[config.mk]
export PLATFORM = sky130hd
export DESIGN_NAME = object_lifetime_aging_table_unit_flat
export DESIGN_NICKNAME = d
export VERILOG_FILES = /design/src/design/ola_pkg.sv /design/src/design/ola_if.sv /design/src/design/ola_table.sv /design/src/design/ola_ctrl.sv /design/src/design/object_lifetime_aging_table_unit.sv /design/src/flat_wrapper.sv
export SDC_FILE = /design/constraint.sdc
export NUM_CORES = 2
export LEC_CHECK = 0
export ABC_AREA = 0
export BUFFER_PORTS_ARGS = -buffer_cell sky130_fd_sc_hd__buf_4
export CAP_MARGIN = 10
export CELL_PAD_IN_SITES_DETAIL_PLACEMENT = 2
export CELL_PAD_IN_SITES_GLOBAL_PLACEMENT = 2
export CORE_MARGIN = 4
export CORE_UTILIZATION = 30
export DETAILED_ROUTE_END_ITERATION = 8
export GPL_TIMING_DRIVEN = 0
export PLACE_DENSITY = 0.61
export SLEW_MARGIN = 25
export SYNTH_ARGS = -nofsm -noshare
export SYNTH_HDL_FRONTEND = slang
export SYNTH_SLANG_ARGS = --single-unit
[constraint.sdc]
create_clock -name clock -period 3.4 [get_ports clock]
set_clock_uncertainty 0.05 [all_clocks]
set_input_delay 0.68 -clock clock [delete_from_list [all_inputs] [get_ports clock]]
set_output_delay 0.68 -clock clock [all_outputs]
set_load 0.01 [all_outputs]
[src/design/ola_pkg.sv]
// ----------------------------------------------------------------------------
// Object lifetime aging table package
// Shared widths, command and status codes, register indexes and types for the
// lifetime countdown table.
// ----------------------------------------------------------------------------
package ola_pkg;

   // Default table size and field widths.
   localparam int TABLE_DEPTH_DEF = 32;
   localparam int ID_W            = 16;
   localparam int CNT_W           = 16;
   localparam int CMD_W           = 2;
   localparam int KIND_W          = 3;
   localparam int STATUS_W        = 3;
   localparam int NUM_KINDS       = 4;
   localparam int CSR_INDEX_W     = 2;
   localparam int CSR_DATA_W      = 16;

   // Command codes.
   localparam logic [CMD_W-1:0] CMD_INSERT = 2'd0;
   localparam logic [CMD_W-1:0] CMD_REMOVE = 2'd1;
   localparam logic [CMD_W-1:0] CMD_TICK   = 2'd2;

   // Result status codes.
   localparam logic [STATUS_W-1:0] STATUS_OK      = 3'd0;
   localparam logic [STATUS_W-1:0] STATUS_FULL    = 3'd1;
   localparam logic [STATUS_W-1:0] STATUS_MISS    = 3'd2;
   localparam logic [STATUS_W-1:0] STATUS_EXPIRED = 3'd3;
   localparam logic [STATUS_W-1:0] STATUS_DONE    = 3'd4;

   // Configuration register indexes.
   localparam logic [CSR_INDEX_W-1:0] CSR_LASER_LIFE        = 2'd0;
   localparam logic [CSR_INDEX_W-1:0] CSR_MISSILE_LIFE      = 2'd1;
   localparam logic [CSR_INDEX_W-1:0] CSR_FUEL_ITEM_LIFE    = 2'd2;
   localparam logic [CSR_INDEX_W-1:0] CSR_MISSILE_ITEM_LIFE = 2'd3;

   // Lifetime reset values.
   localparam logic [CNT_W-1:0] LASER_LIFE_RST        = 16'd40;
   localparam logic [CNT_W-1:0] MISSILE_LIFE_RST      = 16'd0;
   localparam logic [CNT_W-1:0] FUEL_ITEM_LIFE_RST    = 16'd100;
   localparam logic [CNT_W-1:0] MISSILE_ITEM_LIFE_RST = 16'd100;

   // One lifetime per tracked kind, indexed by kind.
   typedef logic [NUM_KINDS-1:0][CNT_W-1:0] life_tab_type;

   // Sequencer states.
   typedef enum logic [1:0] {
      S_IDLE,
      S_SCAN,
      S_FINISH,
      S_REPLY
   } state_type;

   // Write controls from the sequencer to the table.
   typedef struct packed {
      logic             key_we;
      logic             cnt_we;
      logic             live_set;
      logic             live_clr;
      logic [ID_W-1:0]  key;
      logic [CNT_W-1:0] count;
   } tbl_wr_type;

endpackage

[src/design/ola_if.sv]
// ----------------------------------------------------------------------------
// Object lifetime aging table channel interfaces
// Valid/ready channels for command items and for result items.
// ----------------------------------------------------------------------------
interface ola_req_if;
   import ola_pkg::*;

   logic              valid;
   logic              ready;
   logic [CMD_W-1:0]  command;
   logic [ID_W-1:0]   object_id;
   logic [KIND_W-1:0] object_kind;

   modport source (output valid, output command, output object_id, output object_kind,
                   input ready);
   modport sink   (input valid, input command, input object_id, input object_kind,
                   output ready);
endinterface

interface ola_rsp_if;
   import ola_pkg::*;

   logic                valid;
   logic                ready;
   logic [ID_W-1:0]     result_id;
   logic [STATUS_W-1:0] status;
   logic                last;

   modport source (output valid, output result_id, output status, output last,
                   input ready);
   modport sink   (input valid, input result_id, input status, input last,
                   output ready);
endinterface

[src/design/ola_table.sv]
// ----------------------------------------------------------------------------
// Object lifetime aging table storage
// Key and countdown memories with one registered read port and one write
// port, plus a live bit per entry in flip-flops.
// ----------------------------------------------------------------------------
module ola_table #(
   parameter int DEPTH = ola_pkg::TABLE_DEPTH_DEF,
   parameter int IDX_W = 5
) (
   input  logic                     clock,
   input  logic                     reset,
   input  logic                     rd_en,
   input  logic [IDX_W-1:0]         rd_addr,
   output logic [ola_pkg::ID_W-1:0] rd_key,
   output logic [ola_pkg::CNT_W-1:0] rd_count,
   input  ola_pkg::tbl_wr_type      wr,
   input  logic [IDX_W-1:0]         wr_addr,
   output logic [DEPTH-1:0]         live
);
   import ola_pkg::*;

   logic [ID_W-1:0]  key_mem_ff [DEPTH];
   logic [CNT_W-1:0] cnt_mem_ff [DEPTH];
   logic [ID_W-1:0]  rd_key_ff;
   logic [CNT_W-1:0] rd_count_ff;
   logic [DEPTH-1:0] live_ff;
   logic [DEPTH-1:0] live_in;

   // Memory writes and registered reads.
   always_ff @(posedge clock) begin
      if (wr.key_we) begin
         key_mem_ff[wr_addr] <= wr.key;
      end
      if (wr.cnt_we) begin
         cnt_mem_ff[wr_addr] <= wr.count;
      end
      if (rd_en) begin
         rd_key_ff   <= key_mem_ff[rd_addr];
         rd_count_ff <= cnt_mem_ff[rd_addr];
      end
   end

   // Live bits are set by an insert and cleared by a remove or by an insert with a zero lifetime.
   always_comb begin
      live_in = live_ff;
      if (wr.live_set) begin
         live_in[wr_addr] = 1'b1;
      end
      if (wr.live_clr) begin
         live_in[wr_addr] = 1'b0;
      end
   end

   always_ff @(posedge clock) begin
      if (reset) begin
         live_ff <= '0;
      end else begin
         live_ff <= live_in;
      end
   end

   assign rd_key   = rd_key_ff;
   assign rd_count = rd_count_ff;
   assign live     = live_ff;

endmodule

[src/design/ola_ctrl.sv]
// ----------------------------------------------------------------------------
// Object lifetime aging table sequencer
// Walks the table one entry per cycle unless an expiry stalls, through a single compare
// and decrement unit, then commits the insert or remove and drives the result register.
// ----------------------------------------------------------------------------
module ola_ctrl #(
   parameter int DEPTH = ola_pkg::TABLE_DEPTH_DEF,
   parameter int IDX_W = 5
) (
   input  logic                      clock,
   input  logic                      reset,
   ola_req_if.sink                   req_ch,
   ola_rsp_if.source                 rsp_ch,
   input  ola_pkg::life_tab_type     life_tab,
   output logic                      rd_en,
   output logic [IDX_W-1:0]          rd_addr,
   input  logic [ola_pkg::ID_W-1:0]  rd_key,
   input  logic [ola_pkg::CNT_W-1:0] rd_count,
   output ola_pkg::tbl_wr_type       wr,
   output logic [IDX_W-1:0]          wr_addr,
   input  logic [DEPTH-1:0]          live
);
   import ola_pkg::*;

   localparam logic [IDX_W-1:0] LAST_IDX = IDX_W'(DEPTH - 1);

   state_type           state_ff, state_in;
   logic [CMD_W-1:0]    cmd_ff, cmd_in;
   logic [ID_W-1:0]     id_ff, id_in;
   logic [CNT_W-1:0]    life_ff, life_in;
   logic [IDX_W-1:0]    idx_ff, idx_in;
   logic                iss_ff, iss_in;
   logic                p_vld_ff, p_vld_in;
   logic [IDX_W-1:0]    p_idx_ff, p_idx_in;
   logic                match_vld_ff, match_vld_in;
   logic [IDX_W-1:0]    match_idx_ff, match_idx_in;
   logic                free_vld_ff, free_vld_in;
   logic [IDX_W-1:0]    free_idx_ff, free_idx_in;
   logic                rsp_vld_ff, rsp_vld_in;
   logic [ID_W-1:0]     rsp_id_ff, rsp_id_in;
   logic [STATUS_W-1:0] rsp_status_ff, rsp_status_in;
   logic                rsp_last_ff, rsp_last_in;

   logic                out_free;
   logic                cur_live;
   logic                key_hit;
   logic                cnt_nz;
   logic [CNT_W-1:0]    cnt_dec;
   logic                expire;
   logic                emit;
   logic [ID_W-1:0]     emit_id;
   logic [STATUS_W-1:0] emit_status;
   logic                emit_last;

   // Shared compare and decrement unit on the entry just read.
   assign cur_live = live[p_idx_ff];
   assign key_hit  = (rd_key == id_ff);
   assign cnt_nz   = (rd_count != '0);
   assign cnt_dec  = rd_count - CNT_W'(1);
   assign expire   = p_vld_ff && (cmd_ff == CMD_TICK) && cur_live &&
                     (rd_count == CNT_W'(1));

   // The result register can take a new item when empty or being drained.
   assign out_free = !rsp_vld_ff || rsp_ch.ready;

   assign req_ch.ready = (state_ff == S_IDLE);

   // Next state, table accesses and result generation.
   always_comb begin
      state_in     = state_ff;
      cmd_in       = cmd_ff;
      id_in        = id_ff;
      life_in      = life_ff;
      idx_in       = idx_ff;
      iss_in       = iss_ff;
      p_vld_in     = p_vld_ff;
      p_idx_in     = p_idx_ff;
      match_vld_in = match_vld_ff;
      match_idx_in = match_idx_ff;
      free_vld_in  = free_vld_ff;
      free_idx_in  = free_idx_ff;
      rd_en        = 1'b0;
      rd_addr      = idx_ff;
      wr           = '0;
      wr_addr      = p_idx_ff;
      emit         = 1'b0;
      emit_id      = id_ff;
      emit_status  = STATUS_OK;
      emit_last    = 1'b1;

      unique case (state_ff)
         S_IDLE: begin
            if (req_ch.valid) begin
               cmd_in       = req_ch.command;
               id_in        = req_ch.object_id;
               life_in      = life_tab[req_ch.object_kind[1:0]];
               idx_in       = '0;
               iss_in       = 1'b1;
               p_vld_in     = 1'b0;
               match_vld_in = 1'b0;
               free_vld_in  = 1'b0;
               priority if (req_ch.command == CMD_TICK ||
                            req_ch.command == CMD_REMOVE) begin
                  state_in = S_SCAN;
               end else if (req_ch.command == CMD_INSERT &&
                            req_ch.object_kind < KIND_W'(NUM_KINDS)) begin
                  state_in = S_SCAN;
               end else begin
                  // Untracked kind or unused command: answer without walking the table.
                  state_in = S_REPLY;
               end
            end
         end

         S_SCAN: begin
            // The whole walk holds while an expiry waits for the result register.
            if (!expire || out_free) begin
               if (iss_ff) begin
                  rd_en    = 1'b1;
                  p_vld_in = 1'b1;
                  p_idx_in = idx_ff;
                  if (idx_ff == LAST_IDX) begin
                     iss_in = 1'b0;
                  end else begin
                     idx_in = idx_ff + IDX_W'(1);
                  end
               end else begin
                  p_vld_in = 1'b0;
               end

               if (p_vld_ff) begin
                  if (cmd_ff == CMD_TICK) begin
                     if (cur_live && cnt_nz) begin
                        wr.cnt_we = 1'b1;
                        wr.count  = cnt_dec;
                     end
                     if (expire) begin
                        emit        = 1'b1;
                        emit_id     = rd_key;
                        emit_status = STATUS_EXPIRED;
                        emit_last   = 1'b0;
                     end
                  end else begin
                     if (cur_live && key_hit && !match_vld_ff) begin
                        match_vld_in = 1'b1;
                        match_idx_in = p_idx_ff;
                     end
                     if (!cur_live && !free_vld_ff) begin
                        free_vld_in = 1'b1;
                        free_idx_in = p_idx_ff;
                     end
                  end
                  if (!iss_ff) begin
                     state_in = S_FINISH;
                  end
               end
            end
         end

         S_FINISH: begin
            if (out_free) begin
               emit     = 1'b1;
               state_in = S_IDLE;
               unique case (cmd_ff)
                  CMD_TICK: begin
                     emit_id     = '0;
                     emit_status = STATUS_DONE;
                  end
                  CMD_REMOVE: begin
                     if (match_vld_ff) begin
                        wr.live_clr = 1'b1;
                        wr_addr     = match_idx_ff;
                        emit_status = STATUS_OK;
                     end else begin
                        emit_status = STATUS_MISS;
                     end
                  end
                  default: begin
                     // Insert: a zero lifetime frees any entry of the object.
                     priority if (life_ff == '0) begin
                        wr.live_clr = match_vld_ff;
                        wr_addr     = match_idx_ff;
                        emit_status = STATUS_MISS;
                     end else if (match_vld_ff || free_vld_ff) begin
                        wr.key_we   = 1'b1;
                        wr.cnt_we   = 1'b1;
                        wr.live_set = 1'b1;
                        wr.key      = id_ff;
                        wr.count    = life_ff;
                        wr_addr     = match_vld_ff ? match_idx_ff : free_idx_ff;
                        emit_status = STATUS_OK;
                     end else begin
                        emit_status = STATUS_FULL;
                     end
                  end
               endcase
            end
         end

         S_REPLY: begin
            if (out_free) begin
               emit        = 1'b1;
               emit_status = STATUS_MISS;
               state_in    = S_IDLE;
            end
         end
      endcase
   end

   // Result output register.
   always_comb begin
      rsp_vld_in    = rsp_vld_ff;
      rsp_id_in     = rsp_id_ff;
      rsp_status_in = rsp_status_ff;
      rsp_last_in   = rsp_last_ff;
      if (emit) begin
         rsp_vld_in    = 1'b1;
         rsp_id_in     = emit_id;
         rsp_status_in = emit_status;
         rsp_last_in   = emit_last;
      end else if (rsp_ch.ready) begin
         rsp_vld_in = 1'b0;
      end
   end

   always_ff @(posedge clock) begin
      if (reset) begin
         state_ff   <= S_IDLE;
         iss_ff     <= 1'b0;
         p_vld_ff   <= 1'b0;
         rsp_vld_ff <= 1'b0;
      end else begin
         state_ff   <= state_in;
         iss_ff     <= iss_in;
         p_vld_ff   <= p_vld_in;
         rsp_vld_ff <= rsp_vld_in;
      end
   end

   always_ff @(posedge clock) begin
      cmd_ff        <= cmd_in;
      id_ff         <= id_in;
      life_ff       <= life_in;
      idx_ff        <= idx_in;
      p_idx_ff      <= p_idx_in;
      match_vld_ff  <= match_vld_in;
      match_idx_ff  <= match_idx_in;
      free_vld_ff   <= free_vld_in;
      free_idx_ff   <= free_idx_in;
      rsp_id_ff     <= rsp_id_in;
      rsp_status_ff <= rsp_status_in;
      rsp_last_ff   <= rsp_last_in;
   end

   assign rsp_ch.valid     = rsp_vld_ff;
   assign rsp_ch.result_id = rsp_id_ff;
   assign rsp_ch.status    = rsp_status_ff;
   assign rsp_ch.last      = rsp_last_ff;

endmodule

[src/design/object_lifetime_aging_table_unit.sv]
// ----------------------------------------------------------------------------
// Object lifetime aging table
// Insert, remove and tick on a table of per-object lifetime countdowns.
// Holds the lifetime registers and ties the sequencer to the table storage.
// ----------------------------------------------------------------------------
// Insert, remove and tick walk every table entry, one memory read per entry, before
// presenting their last result; an insert of an untracked kind or an unused command
// skips the walk. The next item is accepted in the cycle after the last result is
// queued, so items never overlap. Output stalls delay the results. Synchronous reset
// frees all entries and loads the default lifetimes.
module object_lifetime_aging_table_unit #(
   parameter int TABLE_DEPTH = ola_pkg::TABLE_DEPTH_DEF
) (
   input  logic                            clock,
   input  logic                            reset,
   ola_req_if.sink                         req_ch,
   ola_rsp_if.source                       rsp_ch,
   input  logic                            csr_wr_en,
   input  logic [ola_pkg::CSR_INDEX_W-1:0] csr_index,
   input  logic [ola_pkg::CSR_DATA_W-1:0]  csr_wr_data
);
   import ola_pkg::*;

   localparam int IDX_W = (TABLE_DEPTH > 1) ? $clog2(TABLE_DEPTH) : 1;

   life_tab_type     life_ff, life_in;
   logic             rd_en;
   logic [IDX_W-1:0] rd_addr;
   logic [ID_W-1:0]  rd_key;
   logic [CNT_W-1:0] rd_count;
   tbl_wr_type       wr;
   logic [IDX_W-1:0] wr_addr;
   logic [TABLE_DEPTH-1:0] live;

   // Lifetime register writes.
   always_comb begin
      life_in = life_ff;
      if (csr_wr_en) begin
         unique case (csr_index)
            CSR_LASER_LIFE:        life_in[0] = csr_wr_data[CNT_W-1:0];
            CSR_MISSILE_LIFE:      life_in[1] = csr_wr_data[CNT_W-1:0];
            CSR_FUEL_ITEM_LIFE:    life_in[2] = csr_wr_data[CNT_W-1:0];
            CSR_MISSILE_ITEM_LIFE: life_in[3] = csr_wr_data[CNT_W-1:0];
            default:               life_in    = life_ff;
         endcase
      end
   end

   always_ff @(posedge clock) begin
      if (reset) begin
         life_ff[0] <= LASER_LIFE_RST;
         life_ff[1] <= MISSILE_LIFE_RST;
         life_ff[2] <= FUEL_ITEM_LIFE_RST;
         life_ff[3] <= MISSILE_ITEM_LIFE_RST;
      end else begin
         life_ff <= life_in;
      end
   end

   ola_ctrl #(
      .DEPTH (TABLE_DEPTH),
      .IDX_W (IDX_W)
   ) u_ctrl (
      .clock    (clock),
      .reset    (reset),
      .req_ch   (req_ch),
      .rsp_ch   (rsp_ch),
      .life_tab (life_ff),
      .rd_en    (rd_en),
      .rd_addr  (rd_addr),
      .rd_key   (rd_key),
      .rd_count (rd_count),
      .wr       (wr),
      .wr_addr  (wr_addr),
      .live     (live)
   );

   ola_table #(
      .DEPTH (TABLE_DEPTH),
      .IDX_W (IDX_W)
   ) u_table (
      .clock    (clock),
      .reset    (reset),
      .rd_en    (rd_en),
      .rd_addr  (rd_addr),
      .rd_key   (rd_key),
      .rd_count (rd_count),
      .wr       (wr),
      .wr_addr  (wr_addr),
      .live     (live)
   );

endmodule

[src/flat_wrapper.sv]
// flat-port wrapper written by rule: the top's interface ports become plain ports
module object_lifetime_aging_table_unit_flat import ola_pkg::*;
#(
   parameter int TABLE_DEPTH = ola_pkg::TABLE_DEPTH_DEF
)
  (clock, reset, csr_wr_en, csr_index, csr_wr_data, req_ch_valid, req_ch_command, req_ch_object_id, req_ch_object_kind, req_ch_ready, rsp_ch_valid, rsp_ch_result_id, rsp_ch_status, rsp_ch_last, rsp_ch_ready);
  ola_req_if req_ch_i ();
  ola_rsp_if rsp_ch_i ();
  input  logic clock;
  input  logic reset;
  input  logic csr_wr_en;
  input  logic [ola_pkg::CSR_INDEX_W-1:0] csr_index;
  input  logic [ola_pkg::CSR_DATA_W-1:0] csr_wr_data;
  input wire logic [$bits(req_ch_i.valid)-1:0] req_ch_valid;
  input wire logic [$bits(req_ch_i.command)-1:0] req_ch_command;
  input wire logic [$bits(req_ch_i.object_id)-1:0] req_ch_object_id;
  input wire logic [$bits(req_ch_i.object_kind)-1:0] req_ch_object_kind;
  output wire logic [$bits(req_ch_i.ready)-1:0] req_ch_ready;
  output wire logic [$bits(rsp_ch_i.valid)-1:0] rsp_ch_valid;
  output wire logic [$bits(rsp_ch_i.result_id)-1:0] rsp_ch_result_id;
  output wire logic [$bits(rsp_ch_i.status)-1:0] rsp_ch_status;
  output wire logic [$bits(rsp_ch_i.last)-1:0] rsp_ch_last;
  input wire logic [$bits(rsp_ch_i.ready)-1:0] rsp_ch_ready;
  assign req_ch_i.valid = req_ch_valid;
  assign req_ch_i.command = req_ch_command;
  assign req_ch_i.object_id = req_ch_object_id;
  assign req_ch_i.object_kind = req_ch_object_kind;
  assign req_ch_ready = req_ch_i.ready;
  assign rsp_ch_valid = rsp_ch_i.valid;
  assign rsp_ch_result_id = rsp_ch_i.result_id;
  assign rsp_ch_status = rsp_ch_i.status;
  assign rsp_ch_last = rsp_ch_i.last;
  assign rsp_ch_i.ready = rsp_ch_ready;
  object_lifetime_aging_table_unit #(.TABLE_DEPTH(TABLE_DEPTH)) u_core (.clock(clock), .reset(reset), .req_ch(req_ch_i), .rsp_ch(rsp_ch_i), .csr_wr_en(csr_wr_en), .csr_index(csr_index), .csr_wr_data(csr_wr_data));
endmodule
==> metrics <==
Post-Synth XOR/XNOR Area 0.575%; hpwl dp 97200 um; hold depth 1; final WL 150000 um; RSZ-0062 raised after global routing true; initial antenna violation count 1; Worst Tran Pin Value 1.04 ns; Max Cap Viol 0; CTS tree done; global-route wire length before repair 215000 um; Slew Viols, Final 0; synthesis-to-finish area growth 22.1%; TritonCTS buffer count 131; CP endpoint kind flip-flop; DR vias/cell 5.12; syn_nets 2504; Ys Warns 0; FP Rows 147; Port Buffers 62; H-tree levels 4; Max clock buf depth 3; Fin. Hold Viols 0; Worst EP required 3.83 ns; outcome finished, final reports clean; per-cell routed wire length 29.5 um; Seq cells post-synth 1233; Vias 26100; filler instances 15600; GRT Overall Usage 17.6%; Initial Util 30.3%; Post-synth EDFFs 1132; Setup CP Type reg2reg; crit path DAT 3.82 ns; fmax 0.295 GHz; most frequent cells in the layout edfxtp_1, mux4_2, nand2_1; register area share after synthesis 73.9%; number of remaining DRC errors 0; post-synthesis mux area share 17.0%; DRT antenna net count 0; total core area 0.161 mm^2; die extent in y 411 um; Cell Pwr Density 699 mW/mm^2; Synth cell types 68; Synth Area in Simple Gates 4.24%; nets 2878; Clock Latency Late Sink 0.78 ns; Mapped Area 0.0488 mm^2; static leakage 0.0202 uW; total congestion overflow 0; critical path startpoint category flip-flop; Final Wtd Congestion 0.776; DR iter-0 viols 2683; Final Cycle Share 99.7%; WHS 0.0609 ns; Slew HR 30.0%; minimum clock period 3.39 ns; R2R cell count 6; CTS sink count 1233; Worst VDD drop 0.505 mV; setup TNS 0 ns; # setup viols final 0; ys async rst share 0%; largest family of logic cells by synthesized area multiplexers; hold crit path type in2reg; post-synthesis compound-gate area fraction 2.77%; Synth Area in Adders 0.308%; Primary FF master, synth edfxtp_1; I/O pin count 66; CTS root buf clkbuf_16; clk slew on worst S/H paths 0.06 ns; largest net degree at the start of global routing 33; share of layout cells above drive strength 1 34.3%; Syn Inst Count 2448; vias in the first global route 28700; worst-path fanout max 10; drt first pass iters 5; most common cell after layout, fill and taps aside edfxtp_1; Mean Syn Cell Area 19.9 um^2; Die Area 0.169 mm^2; Horiz. Die Dim 411 um
==> cells in the mapped netlist, types with 25 or more instances <==
master | instances | share of area, %
a21oi_1 | 104 | 1.1
and2_1 | 39 | 0.50
buf_1 | 25 | 0.19
clkbuf_1 | 87 | 0.67
dfxtp_1 | 101 | 4.1
edfxtp_1 | 1132 | 70
mux2_2 | 33 | 0.76
mux2i_1 | 36 | 0.74
mux4_2 | 336 | 16
nand2_1 | 165 | 1.3
nor2_1 | 92 | 0.71
o21a_1 | 33 | 0.51
==> critical path, cell delays in order, from the launching register on <==
cell and delay [ns]:
edfxtp_1 0.41, clkbuf_1 0.42, clkbuf_2 0.42, clkbuf_2 0.50, mux4_2 0.41, mux4_2 0.51, mux2_2 0.37
==> what timing repair did <==
item,CTS,global route
gates cloned,0,6
buffers inserted,64,49
endpoints found under the hold margin,16,0
hold buffers,16,0
resized for setup,107,38
pin swaps,44,23
endpoints found under the setup margin,2056,1180
==> final cells by class <==
type	count	area [um^2]	share of cell area, %
sequential	1233	36000	60.5
antenna	1	2.50	0.00420
inverter	15	56.3	0.0946
buffer	131	726	1.22
tap	2160	2700	4.54
clock inverter	74	549	0.923
timing repair buffer	237	2970	4.99
multi-input combinational	1073	13000	21.8
clock buffer	165	3530	5.93
==> sequential cells by signal, summed over array words and instances, names as in the netlist <==
signal and flops:
u_core.u_ctrl.state_ff 2, u_core.u_ctrl.match_vld_ff 1, u_core.u_table.live 32, u_core.u_ctrl.p_idx_ff 5, u_core.u_table.cnt_mem_ff 512, u_core.u_ctrl.rsp_ch.status 3
u_core.u_ctrl.free_idx_ff 5, u_core.life_ff 64, u_core.u_ctrl.life_ff 16, u_core.u_ctrl.p_vld_ff 1, u_core.u_table.key_mem_ff 512, u_core.u_table.rd_count 16
u_core.u_ctrl.rd_addr 5, u_core.u_ctrl.rsp_ch.valid 1, u_core.u_ctrl.rsp_ch.last 1, u_core.u_ctrl.iss_ff 1, u_core.u_ctrl.cmd_ff 2, u_core.u_ctrl.free_vld_ff 1
u_core.u_ctrl.match_idx_ff 5, u_core.u_table.rd_key 16, u_core.u_ctrl.id_ff 16, u_core.u_ctrl.rsp_ch.result_id 16
==> per-layer routing <==
| metal | GRT usage, % | part of all wire, % |
|---|---|---|
| met5 | 0 | 0 |
| met4 | 4.88 | 2.4 |
| met3 | 2.44 | 4.0 |
| met2 | 29.7 | 51 |
| met1 | 23.7 | 43 |
==> cells by family after synthesis <==
kind of cell,Yosys count
and+or+nand+nor,414
DFF,1233
xor gates and xnor gates,32
muxes,405
buffers and inverters,146
AOI/OAI and AO/OA,206
adders and majority gates,12
==> power by group <==
| group | switching [uW] | internal (uW) |
|---|---|---|
| Sequential | 302 | 17000 |
| Clock | 6080 | 7780 |
| Combinational | 6190 | 4210 |
| Total | 12600 | 29000 |
==> worst paths after layout <==
check	start	end	slack (ns)
max reg2reg	u_core.u_ctrl.rd_addr[1]$_SDFFCE_PN0P_	u_core.u_table.rd_key[0]$_DFFE_PP_	0.01
min reg2reg	u_core.life_ff[31]$_SDFFE_PP0P_	u_core.life_ff[31]$_SDFFE_PP0P_	0.41
max	u_core.u_ctrl.rd_addr[1]$_SDFFCE_PN0P_	u_core.u_table.rd_key[0]$_DFFE_PP_	0.01
min	req_ch_command[1]	u_core.u_ctrl.cmd_ff[1]$_DFFE_PP_	0.06
==> per-stage QoR <==
stage                     area, um^2  cells  utilization (%)  setup slack (ns)  power, uW
after global placement         51900   4670             32.2             -2.57      27300
after CTS                      58900   5033             36.5            -0.267      41900
after floorplan                48800   2448                -            0.0451      23600
after global routing           59500   5089             37.0           -0.0388      43200
final                          59500   5089             37.0            0.0116      41600
after detailed placement       53300   4714             33.1             -1.05      27800
Power figures use the tool's default switching activity.
